--- src/design/psvd_pkg.sv ---
// Package of shared types and codes for the protobuf scalar value decoder.
`default_nettype none

package psvd_pkg;

  // Type selector codes carried in the func field
  typedef enum logic [3:0] {
    FUNC_INT32   = 4'd0,
    FUNC_INT64   = 4'd1,
    FUNC_UINT32  = 4'd2,
    FUNC_UINT64  = 4'd3,
    FUNC_SINT32  = 4'd4,
    FUNC_SINT64  = 4'd5,
    FUNC_BOOL    = 4'd6,
    FUNC_ENUM    = 4'd7,
    FUNC_FIXED32 = 4'd8,
    FUNC_FIXED64 = 4'd9,
    FUNC_FLOAT   = 4'd10,
    FUNC_DOUBLE  = 4'd11
  } func_e;

  // Last byte index at which a varint may still carry payload
  localparam logic [3:0] VarintLastIdx = 4'd9;

  // One wire byte with its type selector
  typedef struct packed {
    logic [7:0] data_byte;
    logic [3:0] func;
  } in_req_t;

  // One decoded scalar value
  typedef struct packed {
    logic [63:0] value;
    logic        overflow;
  } out_res_t;

endpackage

`default_nettype wire

--- src/design/protobuf_scalar_value_decoder.sv ---
// Top level of the byte-serial protobuf scalar value decoder.
//
//  channel | direction | handshake                  | payload
//  --------+-----------+----------------------------+---------------------------
//  in      | input     | in_valid_i / in_ready_o    | in_req_i  (data_byte, func)
//  out     | output    | out_valid_o / out_ready_i  | out_res_o (value, overflow)
//
// One wire byte is taken per cycle; the byte assembly and finishing logic sits
// between the decode state registers and the result register.
// A value's result is registered and shown in the cycle after its last byte is taken.
// Reset (rst_ni low) returns the decoder to idle with no result pending.
// A result held in the output register and not taken stalls the input side.
`default_nettype none

module protobuf_scalar_value_decoder (
  input  wire                 clk_i,
  input  wire                 rst_ni,
  input  wire                 in_valid_i,
  output logic                in_ready_o,
  input  psvd_pkg::in_req_t   in_req_i,
  output logic                out_valid_o,
  input  wire                 out_ready_i,
  output psvd_pkg::out_res_t  out_res_o
);

  logic               in_fire;
  logic               res_valid;
  psvd_pkg::out_res_t res;

  // Accept while the result register is free or being emptied
  assign in_ready_o = !out_valid_o || out_ready_i;
  assign in_fire    = in_valid_i && in_ready_o;

  psvd_core u_core (
    .clk_i       (clk_i),
    .rst_ni      (rst_ni),
    .in_fire_i   (in_fire),
    .in_req_i    (in_req_i),
    .res_valid_o (res_valid),
    .res_o       (res)
  );

  psvd_out_buf u_out_buf (
    .clk_i       (clk_i),
    .rst_ni      (rst_ni),
    .load_i      (in_fire && res_valid),
    .res_i       (res),
    .out_valid_o (out_valid_o),
    .out_ready_i (out_ready_i),
    .out_res_o   (out_res_o)
  );

endmodule

`default_nettype wire

--- src/design/psvd_core.sv ---
// Decode state and per-byte assembly logic of the scalar value decoder.
`default_nettype none

module psvd_core (
  input  wire                 clk_i,
  input  wire                 rst_ni,
  input  wire                 in_fire_i,
  input  psvd_pkg::in_req_t   in_req_i,
  output logic                res_valid_o,
  output psvd_pkg::out_res_t  res_o
);

  logic [63:0] acc_q, acc_d;
  logic [3:0]  idx_q, idx_d;
  logic [3:0]  kind_q, kind_d;

  logic        first;
  logic [3:0]  kind;
  logic [63:0] acc_base;
  logic [63:0] acc_var;
  logic [63:0] acc_fix;
  logic [5:0]  var_sh;
  logic [2:0]  fix_idx;
  logic [3:0]  fix_len;
  logic        is_varint;
  logic        is_fixed;
  logic [31:0] zz32;
  logic [63:0] var_val;
  logic [7:0]  b;

  assign b        = in_req_i.data_byte;
  assign first    = (idx_q == 4'd0);
  assign kind     = first ? in_req_i.func : kind_q;
  assign acc_base = first ? 64'd0 : acc_q;

  assign is_varint = (kind <= psvd_pkg::FUNC_SINT64) || (kind == psvd_pkg::FUNC_ENUM);
  assign is_fixed  = (kind >= psvd_pkg::FUNC_FIXED32) && (kind <= psvd_pkg::FUNC_DOUBLE);

  // Place the 7-bit group, or bit 0 alone in bit 63 on the last byte
  assign var_sh = {idx_q[2:0], 3'b000} - {3'b000, idx_q[2:0]} + (idx_q[3] ? 6'd56 : 6'd0);
  always_comb begin
    if (idx_q < psvd_pkg::VarintLastIdx) begin
      acc_var = acc_base | ({57'd0, b[6:0]} << var_sh);
    end else begin
      acc_var = acc_base | {b[0], 63'd0};
    end
  end

  // Place a fixed byte, clamping the index to the value length
  assign fix_len = ((kind == psvd_pkg::FUNC_FIXED32) || (kind == psvd_pkg::FUNC_FLOAT))
                   ? 4'd4 : 4'd8;
  assign fix_idx = (idx_q >= fix_len) ? 3'(fix_len - 4'd1) : idx_q[2:0];
  assign acc_fix = acc_base | ({56'd0, b} << {fix_idx, 3'b000});

  // Finish a varint by kind
  assign zz32 = {1'b0, acc_var[31:1]} ^ {32{acc_var[0]}};
  always_comb begin
    unique case (kind)
      psvd_pkg::FUNC_INT32, psvd_pkg::FUNC_ENUM: var_val = {{32{acc_var[31]}}, acc_var[31:0]};
      psvd_pkg::FUNC_UINT32: var_val = {32'd0, acc_var[31:0]};
      psvd_pkg::FUNC_SINT32: var_val = {{32{zz32[31]}}, zz32};
      psvd_pkg::FUNC_SINT64: var_val = {1'b0, acc_var[63:1]} ^ {64{acc_var[0]}};
      default:               var_val = acc_var;
    endcase
  end

  // Next state and result for the byte on offer
  always_comb begin
    acc_d       = acc_q;
    idx_d       = idx_q;
    kind_d      = kind_q;
    res_valid_o = 1'b0;
    res_o       = '0;
    if (first && (in_req_i.func > psvd_pkg::FUNC_DOUBLE)) begin
      // drop: unknown selector on a first byte
    end else begin
      kind_d = kind;
      if (is_varint) begin
        if (b[7] && (idx_q < psvd_pkg::VarintLastIdx)) begin
          acc_d = acc_var;
          idx_d = idx_q + 4'd1;
        end else begin
          acc_d          = 64'd0;
          idx_d          = 4'd0;
          res_valid_o    = 1'b1;
          res_o.overflow = b[7];
          res_o.value    = b[7] ? 64'd0 : var_val;
        end
      end else if (is_fixed) begin
        if ({1'b0, fix_idx} + 4'd1 < fix_len) begin
          acc_d = acc_fix;
          idx_d = {1'b0, fix_idx} + 4'd1;
        end else begin
          acc_d       = 64'd0;
          idx_d       = 4'd0;
          res_valid_o = 1'b1;
          res_o.value = (kind == psvd_pkg::FUNC_FIXED32)
                        ? {{32{acc_fix[31]}}, acc_fix[31:0]} : acc_fix;
        end
      end else begin
        // bool: one byte, any nonzero gives one
        acc_d       = 64'd0;
        idx_d       = 4'd0;
        res_valid_o = 1'b1;
        res_o.value = {63'd0, (b != 8'd0)};
      end
    end
  end

  // Hold decode state, advance on each accepted request
  always_ff @(posedge clk_i or negedge rst_ni) begin
    if (!rst_ni) begin
      acc_q  <= 64'd0;
      idx_q  <= 4'd0;
      kind_q <= 4'd0;
    end else if (in_fire_i) begin
      acc_q  <= acc_d;
      idx_q  <= idx_d;
      kind_q <= kind_d;
    end
  end

`ifndef SYNTHESIS
  a_idx_range: assert property (@(posedge clk_i) disable iff (!rst_ni)
    idx_q <= psvd_pkg::VarintLastIdx)
    else $error("byte index beyond last varint byte");

  a_done_idle: assert property (@(posedge clk_i) disable iff (!rst_ni)
    (in_fire_i && res_valid_o) |=> (idx_q == 4'd0))
    else $error("decoder not idle after a result");

  a_ovf_zero: assert property (@(posedge clk_i) disable iff (!rst_ni)
    (res_valid_o && res_o.overflow) |-> (res_o.value == 64'd0))
    else $error("overflow result carries a nonzero value");

  a_fixed32_len: assert property (@(posedge clk_i) disable iff (!rst_ni)
    ((idx_q != 4'd0) && ((kind_q == psvd_pkg::FUNC_FIXED32) ||
     (kind_q == psvd_pkg::FUNC_FLOAT))) |-> (idx_q < 4'd4))
    else $error("32-bit fixed value ran past four bytes");
`endif

endmodule

`default_nettype wire

--- src/design/psvd_out_buf.sv ---
// Result register with valid/ready handshake for the scalar value decoder.
`default_nettype none

module psvd_out_buf (
  input  wire                 clk_i,
  input  wire                 rst_ni,
  input  wire                 load_i,
  input  psvd_pkg::out_res_t  res_i,
  output logic                out_valid_o,
  input  wire                 out_ready_i,
  output psvd_pkg::out_res_t  out_res_o
);

  logic               valid_q, valid_d;
  psvd_pkg::out_res_t res_q;

  // Load a new result, drop the held one once taken
  always_comb begin
    valid_d = valid_q;
    if (load_i) begin
      valid_d = 1'b1;
    end else if (valid_q && out_ready_i) begin
      valid_d = 1'b0;
    end
  end

  always_ff @(posedge clk_i or negedge rst_ni) begin
    if (!rst_ni) begin
      valid_q <= 1'b0;
    end else begin
      valid_q <= valid_d;
    end
  end

  always_ff @(posedge clk_i) begin
    if (load_i) begin
      res_q <= res_i;
    end
  end

  assign out_valid_o = valid_q;
  assign out_res_o   = res_q;

endmodule

`default_nettype wire

--- config.mk ---
export PLATFORM = sky130hd
export DESIGN_NAME = protobuf_scalar_value_decoder
export DESIGN_NICKNAME = d
export VERILOG_FILES = /design/src/design/psvd_pkg.sv /design/src/design/protobuf_scalar_value_decoder.sv /design/src/design/psvd_core.sv /design/src/design/psvd_out_buf.sv
export SDC_FILE = /design/constraint.sdc
export NUM_CORES = 1
export LEC_CHECK = 0
export ABC_CLOCK_PERIOD_IN_PS = 12600
export BUFFER_PORTS_ARGS = -buffer_cell sky130_fd_sc_hd__buf_2
export CAP_MARGIN = 15
export CORE_ASPECT_RATIO = 0.9
export CORE_MARGIN = 2
export CORE_UTILIZATION = 28
export DETAILED_ROUTE_END_ITERATION = 16
export PLACE_DENSITY = 0.49
export SYNTH_ARGS = -nofsm -noshare
export SYNTH_HDL_FRONTEND = slang
export SYNTH_SLANG_ARGS = --single-unit
--- constraint.sdc ---
create_clock -name clk_i -period 12.6 [get_ports clk_i]
set_clock_uncertainty 0.2 [all_clocks]
set_input_delay 1.26 -clock clk_i [delete_from_list [all_inputs] [get_ports clk_i]]
set_output_delay 1.26 -clock clk_i [all_outputs]
set_load 0.02 [all_outputs]
Word level (Yosys, flattened, before mapping):

Cells that the tools add are included.

* bitwise gates (word level): 7
* shift operators: 2
* reductions and logical operators: 17
* multiplexer cells: 28
* magnitude comparators: 7
* eq/ne operators: 6
* $add $sub $neg: 5

Operators with widths (number)
* 64-bit 2-to-1 mux: 11
* 64-bit one-hot mux with 4 select lines: 1
* 64-bit bitwise OR: 3
* 65-bit 2-to-1 mux: 1
* 7-bit by 6-bit left shift with 64-bit output: 1
* 8-bit by 6-bit left shift with 64-bit output: 1
* 63-bit by 64-bit bitwise XOR with 64-bit output: 1
* 31-bit by 32-bit bitwise XOR with 32-bit output: 1
* 4-bit 2-to-1 mux: 6
* 4-bit by 3-bit equality test with 1-bit output (second input constant): 3
* 4-bit equality test (second input constant): 2
* 4-bit logical NOT: 2
* 8-bit nonzero test: 1
* 1-bit 2-to-1 mux: 7
* 6-bit adder: 1
* 1-bit logical AND: 6
* 6-bit 2-to-1 mux: 1
* 6-bit by 3-bit subtractor with 6-bit output: 1
* 3-bit by 1-bit adder with 4-bit output (second input constant): 1
* 4-bit by 1-bit adder with 4-bit output (second input constant): 1
* 4-bit by 2-bit equality test with 1-bit output (second input constant): 1
* 4-bit >= comparator: 1
* 4-bit >= comparator (second input constant): 1
* 4-bit greater-than comparator (second input constant): 1
* other kinds (13): 16

* input port bits: 16
* output and inout port bits: 67
* flip-flop bits (word level): 138
* word-level logic and storage cells: 78

Longest topological paths before layout:

* depth after elaboration: 15
* mapped depth: 23
* mapped depth without buffers: 18

Cells and area by module:

Synthesis repeated with hierarchy kept, for this count alone.

* cell total of the unflattened synthesis: 1167
* area, all modules: 10329.9 um^2

By module, submodules not included
* psvd_core: area each 8315.5 um^2, cells an instance 1096, times used 1
* psvd_out_buf: area each 1988.2 um^2, cells an instance 68, times used 1
* protobuf_scalar_value_decoder: area each 26.3 um^2, cells an instance 3, times used 1

Worst setup path after synthesis:

Ideal clock, no wire load.

* path type: reg2reg
* start point: register u_core.idx_q[0]
* end point: register u_out_buf.res_q (netlist bit u_out_buf.out_res_o[0]), enable pin
* clock period less this slack: 9804 ps
* data arrival time: 9036 ps
* data required time: 11832 ps
* buffers on the path: 5
* stages on the path, launching flop included: 21
* path slack: 2796 ps
* cell sequence: dfrtp_1 > inv_1 > clkbuf_1 > clkbuf_1 > ha_1 > and2_4 > buf_6 > mux2i_4 > nand2_2 > inv_1 > ha_1 > a21bo_2 > a21oi_1 > nor3_1 > a21oi_1 > ha_1 > nor2_1 > and2_1 > clkbuf_1 > buf_2 > nor3_1

* longest elaborated chain between the ends: 14

Ends and longest elaborated chain
* start: declaration: line psvd_core.sv:14 `logic [3:0] idx_q, idx_d;`
* start signal: assignment: line psvd_core.sv:118 `idx_q <= idx_d;`
* 4-bit logical NOT: line psvd_core.sv:32 `assign first = (idx_q == 4'd0);`
* 4-bit 2-to-1 mux: line psvd_core.sv:33 `assign kind = first ? in_req_i.func : kind_q;`
* 4-bit equality test: line psvd_core.sv:50 `assign fix_len = ((kind == psvd_pkg::FUNC_FIXED32) || (kind == psvd_pkg::FUNC_FLOAT))`
* 1-bit logical OR: line psvd_core.sv:50
* 4-bit 2-to-1 mux: line psvd_core.sv:51 `? 4'd4 : 4'd8;`
* 4-bit >= comparator or 3-bit by 1-bit subtractor with 3-bit output (tied branches): line psvd_core.sv:52 `assign fix_idx = (idx_q >= fix_len) ? 3'(fix_len - 4'd1) : idx_q[2:0];`
* 3-bit 2-to-1 mux: line psvd_core.sv:52
* 3-bit by 1-bit adder with 4-bit output: line psvd_core.sv:90 `if ({1'b0, fix_idx} + 4'd1 < fix_len) begin`
* 4-bit less-than comparator: line psvd_core.sv:90
* 1-bit 2-to-1 mux: line psvd_core.sv:90
* 1-bit 2-to-1 mux: line psvd_core.sv:89 `end else if (is_fixed) begin`
* 1-bit 2-to-1 mux: line psvd_core.sv:78 `if (is_varint) begin`
* 1-bit 2-to-1 mux *: line psvd_core.sv:74 `if (first && (in_req_i.func > psvd_pkg::FUNC_DOUBLE)) begin`
* 1-bit logical AND *: line protobuf_scalar_value_decoder.sv:46 `.load_i (in_fire && res_valid),`
* net u_out_buf.load_i: line psvd_out_buf.sv:7 `input wire load_i,`
* end signal: assignment: line psvd_out_buf.sv:37 `res_q <= res_i;`
* end: declaration: line psvd_out_buf.sv:15 `psvd_pkg::out_res_t res_q;`

Mark *: on every way through the listed nets, which the timed path passes. The rest lies on a longest branch.
A chain may end at the register's enable or synchronous reset.

Worst setup path after layout:

* start point: register u_core.idx_q[0]
* end point: register u_core.acc_q[24]

* longest elaborated chain between the ends: 12

Ends and longest elaborated chain
* 4-bit logical NOT: line psvd_core.sv:32
* 4-bit 2-to-1 mux: line psvd_core.sv:33
* 4-bit equality test: line psvd_core.sv:50
* 1-bit logical OR: line psvd_core.sv:50
* 4-bit 2-to-1 mux: line psvd_core.sv:51
* 4-bit >= comparator or 3-bit by 1-bit subtractor with 3-bit output (tied branches): line psvd_core.sv:52
* 3-bit 2-to-1 mux: line psvd_core.sv:52
* 3-bit by 1-bit adder with 4-bit output or 8-bit by 6-bit left shift with 64-bit output (tied branches): line psvd_core.sv:90, psvd_core.sv:53
* 4-bit less-than comparator or 64-bit bitwise OR (tied branches): line psvd_core.sv:90, psvd_core.sv:53
* 64-bit 2-to-1 mux: line psvd_core.sv:90
* 64-bit 2-to-1 mux: line psvd_core.sv:89
* 64-bit 2-to-1 mux: line psvd_core.sv:78
* end signal: assignment: line psvd_core.sv:113 `acc_q <= 64'd0;`
* end signal: assignment: line psvd_core.sv:117 `acc_q <= acc_d;`
* end: declaration: line psvd_core.sv:13 `logic [63:0] acc_q, acc_d;`

Parallel ways exist; a longest one is shown, timed or not.

==> run_summary.xml <==
<?xml version="1.0" encoding="UTF-8"?>
<metrics>
  <group name="run_status">
    <metric name="run_status" unit="">finished, final reports clean</metric>
  </group>
  <group name="worst_setup_path">
    <metric name="crit_arrival" unit="ps">8140</metric>
    <metric name="worst_setup_path_startpoint" unit="">u_core.idx_q[0]$_DFFE_PN0P_</metric>
    <metric name="setup.worst_path.end_class" unit="">flip-flop</metric>
    <metric name="crit_fanout" unit="">25</metric>
    <metric name="startpoint_of_the_most_critical_register_to_register_path" unit="">u_core.idx_q[0]$_DFFE_PN0P_</metric>
    <metric name="timing.critical_path.required" unit="ps">12740</metric>
    <metric name="timing.critical_path.from_type" unit="">flip-flop</metric>
    <metric name="critical_path_class" unit="">reg -&gt; reg</metric>
  </group>
  <group name="worst_hold_path">
    <metric name="worst_hold_path_type" unit="">reg -&gt; reg</metric>
    <metric name="min-delay-start" unit="">u_core.acc_q[51]$_DFFE_PN0P_</metric>
  </group>
  <group name="clocking">
    <metric name="tritoncts_num_sinks" unit="">138</metric>
    <metric name="clock_buffer_depth" unit="">2</metric>
    <metric name="htree_levels" unit="">4</metric>
    <metric name="cts_hold_repair.buffers" unit="">0</metric>
    <metric name="clkSlewWorstSetupHoldPaths" unit="ps">70</metric>
    <metric name="num_cts_buffers" unit="">17</metric>
    <metric name="tritoncts_clock_tree" unit="">yes</metric>
    <metric name="post-cts-setup-buffers" unit="">0</metric>
    <metric name="ctsResizeCount" unit="">0</metric>
    <metric name="clkLatencyLatePin" unit="ps">440</metric>
    <metric name="cts_root_buffer" unit="">sky130_fd_sc_hd__clkbuf_16</metric>
  </group>
  <group name="logic_synthesis">
    <metric name="synthesized_area_fraction_occupied_by_adder_cells" unit="%">1.57</metric>
    <metric name="post_synth_and_or_nand_nor_area_fraction" unit="%">14.8</metric>
    <metric name="synth_cell_type_count" unit="">95</metric>
    <metric name="commonest_register_cell_after_synthesis" unit="">sky130_fd_sc_hd__dfrtp_1</metric>
    <metric name="combinational_family_with_the_most_area_after_synthesis" unit="">compound AO/OA/AOI/OAI gates</metric>
    <metric name="synth_xor_xnor_area_share" unit="%">4.13</metric>
    <metric name="synth_compound_gate_area_share" unit="%">34.2</metric>
    <metric name="synth_fp_nets" unit="">1198</metric>
    <metric name="fraction_of_synthesized_area_in_multiplexers" unit="%">3.56</metric>
    <metric name="post_synth.cell_area_avg" unit="µm²">8.84</metric>
    <metric name="async_reset_ff_share" unit="%">52.9</metric>
    <metric name="flops_latches_synth" unit="">138</metric>
    <metric name="synth_area" unit="mm²">0.0103</metric>
    <metric name="synth_edf_count" unit="">65</metric>
    <metric name="seq_area_frac_synth" unit="%">36.6</metric>
    <metric name="ys_warn_count" unit="">0</metric>
    <metric name="synthesis.instances" unit="">1169</metric>
  </group>
  <group name="timing">
    <metric name="timing.final.hold_violations" unit="">0</metric>
    <metric name="worst_slew_pin_slew" unit="ps">1280</metric>
    <metric name="timing.final.max_slew_violations" unit="">0</metric>
    <metric name="whs" unit="ps">279</metric>
    <metric name="layout_worst_path_cycle_share" unit="%">63.5</metric>
    <metric name="period_needed" unit="ps">8000</metric>
    <metric name="unrepaired_setup_endpoints_after_global_routing" unit="">no</metric>
    <metric name="report.final.setup_viol" unit="">0</metric>
    <metric name="max_freq" unit="GHz">0.125</metric>
    <metric name="max_slew_margin" unit="%">14.7</metric>
    <metric name="timing.setup.tns" unit="ps">0</metric>
  </group>
  <group name="cells_and_area">
    <metric name="drive_gt1_share" unit="%">15.4</metric>
    <metric name="fillers" unit="">3805</metric>
    <metric name="area_delta_synth_final" unit="%">12.4</metric>
    <metric name="footprint_of_the_multi_input_gates" unit="mm²">0.00607</metric>
    <metric name="finish.net_count" unit="">1220</metric>
    <metric name="seqCellArea" unit="mm²">0.00378</metric>
    <metric name="summed_area_of_non_filler_cells_in_the_final_layout" unit="mm²">0.0116</metric>
  </group>
  <group name="route">
    <metric name="wl_per_cell" unit="µm">26.5</metric>
    <metric name="wirelength" unit="µm">44500</metric>
    <metric name="first_iter_violations" unit="">1340</metric>
    <metric name="detail_route.drc_violations" unit="">0</metric>
    <metric name="viasPerCell" unit="">6.10</metric>
    <metric name="drtPass1Iterations" unit="">6</metric>
    <metric name="route.antenna.remaining_nets" unit="">0</metric>
    <metric name="total_number_of_vias" unit="">10300</metric>
  </group>
  <group name="die">
    <metric name="fp.dieArea" unit="mm²">0.0385</metric>
    <metric name="io_pins" unit="">83</metric>
    <metric name="start_util" unit="%">28.5</metric>
    <metric name="fp-row-count" unit="">66</metric>
    <metric name="dieWidth" unit="µm">207</metric>
    <metric name="dieHeight" unit="µm">186</metric>
    <metric name="core_area" unit="mm²">0.0363</metric>
  </group>
  <group name="global_route">
    <metric name="grt_pass1_vias" unit="">9621</metric>
    <metric name="grtUsageTotal" unit="%">23.3</metric>
    <metric name="overflow" unit="">0</metric>
    <metric name="number_of_antenna_violations_at_the_first_check_in_global_routing" unit="">2</metric>
    <metric name="maximum_number_of_pins_on_one_net_before_global_route_repair" unit="">85</metric>
    <metric name="grt_pass1_wl" unit="µm">65800</metric>
  </group>
  <group name="placement">
    <metric name="place_congestion" unit="">0.974</metric>
    <metric name="dp_hpwl" unit="µm">30900</metric>
    <metric name="placed_cell_area" unit="mm²">0.0111</metric>
    <metric name="buffer_ports.inserted" unit="">82</metric>
  </group>
  <group name="job">
    <metric name="cap_violations" unit="">0</metric>
  </group>
</metrics>
## cell usage in the layout (no fill, tap or decap), types with 13 or more instances in the layout
| cell | synthesis | routed |
|---|---|---|
| sky130_fd_sc_hd__nand2_1 | 142 | 142 |
| sky130_fd_sc_hd__o21ai_0 | 132 | 132 |
| sky130_fd_sc_hd__buf_2 | 26 | 82 |
| sky130_fd_sc_hd__a21oi_1 | 78 | 78 |
| sky130_fd_sc_hd__dfrtp_1 | 73 | 73 |
| sky130_fd_sc_hd__a22oi_1 | 69 | 69 |
| sky130_fd_sc_hd__edfxtp_1 | 65 | 65 |
| sky130_fd_sc_hd__nor2_1 | 62 | 61 |
| sky130_fd_sc_hd__xnor2_1 | 39 | 39 |
| sky130_fd_sc_hd__o22a_1 | 36 | 36 |
| sky130_fd_sc_hd__a22o_1 | 27 | 27 |
| sky130_fd_sc_hd__o21ai_1 | 22 | 22 |
| sky130_fd_sc_hd__mux2i_1 | 21 | 21 |
| sky130_fd_sc_hd__buf_4 | 4 | 21 |
| sky130_fd_sc_hd__inv_1 | 18 | 18 |
| sky130_fd_sc_hd__o22ai_1 | 17 | 17 |
| sky130_fd_sc_hd__clkbuf_16 | 0 | 17 |
| sky130_fd_sc_hd__nand3_1 | 17 | 16 |
| sky130_fd_sc_hd__nor3_1 | 15 | 14 |
| sky130_fd_sc_hd__a32oi_1 | 13 | 13 |
| sky130_fd_sc_hd__ha_1 | 13 | 13 |
## metrics by stage
step                      util [%]  cells  worst slack (ps)
after floorplan                  -   1169              2800
after global placement        30.5   1647              4960
after detailed placement      30.5   1647              4720
after CTS                     32.0   1679              4670
after global routing          32.0   1680              4000
final                         32.0   1681              4600
## synthesized netlist by cell type, drive strengths merged (4+ instances only)
cell type    n  area, µm²
a211o        5       43.8
o21ai      155        780
o32ai        8       96.4
a21o         6       45.0
nand3       17       85.1
mux2         8       90.1
nor3b        5       53.8
o221ai       9       78.8
nand2b       8       50.1
or2          4       25.0
nand4        7       43.8
a22o        27        236
inv         18       67.6
nand2      147        569
o22a        36        315
o32a         5       50.1
nand3b       6       45.0
clkbuf      60        225
a211oi       6       62.6
nor2b        7       43.8
ha          13        163
mux2i       22        233
a32oi       13        114
o22ai       17        106
o21a         5       37.5
a21oi       80        408
xnor2       40        358
a22oi       70        531
edfxtp      65       1950
nor2        63        239
and2        13       86.3
a21boi       7       63.8
a2bb2oi     10       87.6
o31ai        6       58.8
a32o         5       51.3
nor3        18        105
a31oi        4       25.0
buf         40        239
dfrtp       73       1830
and3         4       25.0
nor4         4       40.0
o211ai       9       67.6
## final cells by class
class	instances	area share (%)
Clock buffer	18	3.70
Antenna cell	1	0.0215
Tap cell	476	5.13
Clock inverter	14	0.916
Timing Repair Buffer	103	4.89
Sequential cell	138	32.5
Multi-Input combinational cell	913	52.2
Inverter	18	0.582
## per-layer routing
| metal | track usage (%) | vias to the layer above | routed length, µm |
|---|---|---|---|
| met5 | 0 | - | 56 |
| met4 | 6.80 | 2 | 1070 |
| met3 | 5.71 | 68 | 4590 |
| met2 | 33.5 | 595 | 18700 |
| met1 | 34.1 | 5072 | 20100 |
| li1 | - | 4517 | - |
## worst paths after layout
path	endpoint	slack [ps]	cells after the start
max	u_core.acc_q[24]$_DFFE_PN0P_	4600	19
min	u_core.acc_q[51]$_DFFE_PN0P_	280	2
max reg2reg	u_core.acc_q[24]$_DFFE_PN0P_	4600	19
min reg2reg	u_core.acc_q[51]$_DFFE_PN0P_	280	2
max in group asynchronous	u_core.acc_q[58]$_DFFE_PN0P_	10560	2
min in group asynchronous	u_core.acc_q[59]$_DFFE_PN0P_	580	1
## critical path, stage by stage, from the launching register on
cell and delay (ps):
sky130_fd_sc_hd__dfrtp_1 320, sky130_fd_sc_hd__buf_4 280, sky130_fd_sc_hd__inv_1 460, sky130_fd_sc_hd__ha_1 600, sky130_fd_sc_hd__and2_4 290, sky130_fd_sc_hd__o32ai_2 790, sky130_fd_sc_hd__nand2_2 210, sky130_fd_sc_hd__inv_1 220
sky130_fd_sc_hd__ha_1 260, sky130_fd_sc_hd__a21bo_2 230, sky130_fd_sc_hd__a21oi_1 470, sky130_fd_sc_hd__nor3_1 160, sky130_fd_sc_hd__a21oi_1 860, sky130_fd_sc_hd__ha_1 390, sky130_fd_sc_hd__nor2_1 150, sky130_fd_sc_hd__inv_1 110
sky130_fd_sc_hd__o31ai_4 270, sky130_fd_sc_hd__nand2_1 860, sky130_fd_sc_hd__o32a_1 570, sky130_fd_sc_hd__o21ai_0 150
## sequential cells by signal (all words and copies together) (netlist names)
register               cells
u_core.acc_q              64
u_core.idx_q               4
u_core.kind_q              4
u_out_buf.out_res_o       65
u_out_buf.out_valid_o      1
## cell families (layout without fill, tap and decap cells)
family                   after synthesis  in the layout
AO/OA/AOI/OAI                        509            509
AND/OR/NAND/NOR                      315            315
flip-flops                           138            138
buffers and inverters                118            153
XOR/XNOR                              44             44
multiplexers                          32             32
adder cells (fa/ha/maj)               13             13
other                                  0              1
Power is left out: the tool's default activity adds up to more than one toggle a clock period on the data nets, which glitch-free logic cannot reach.
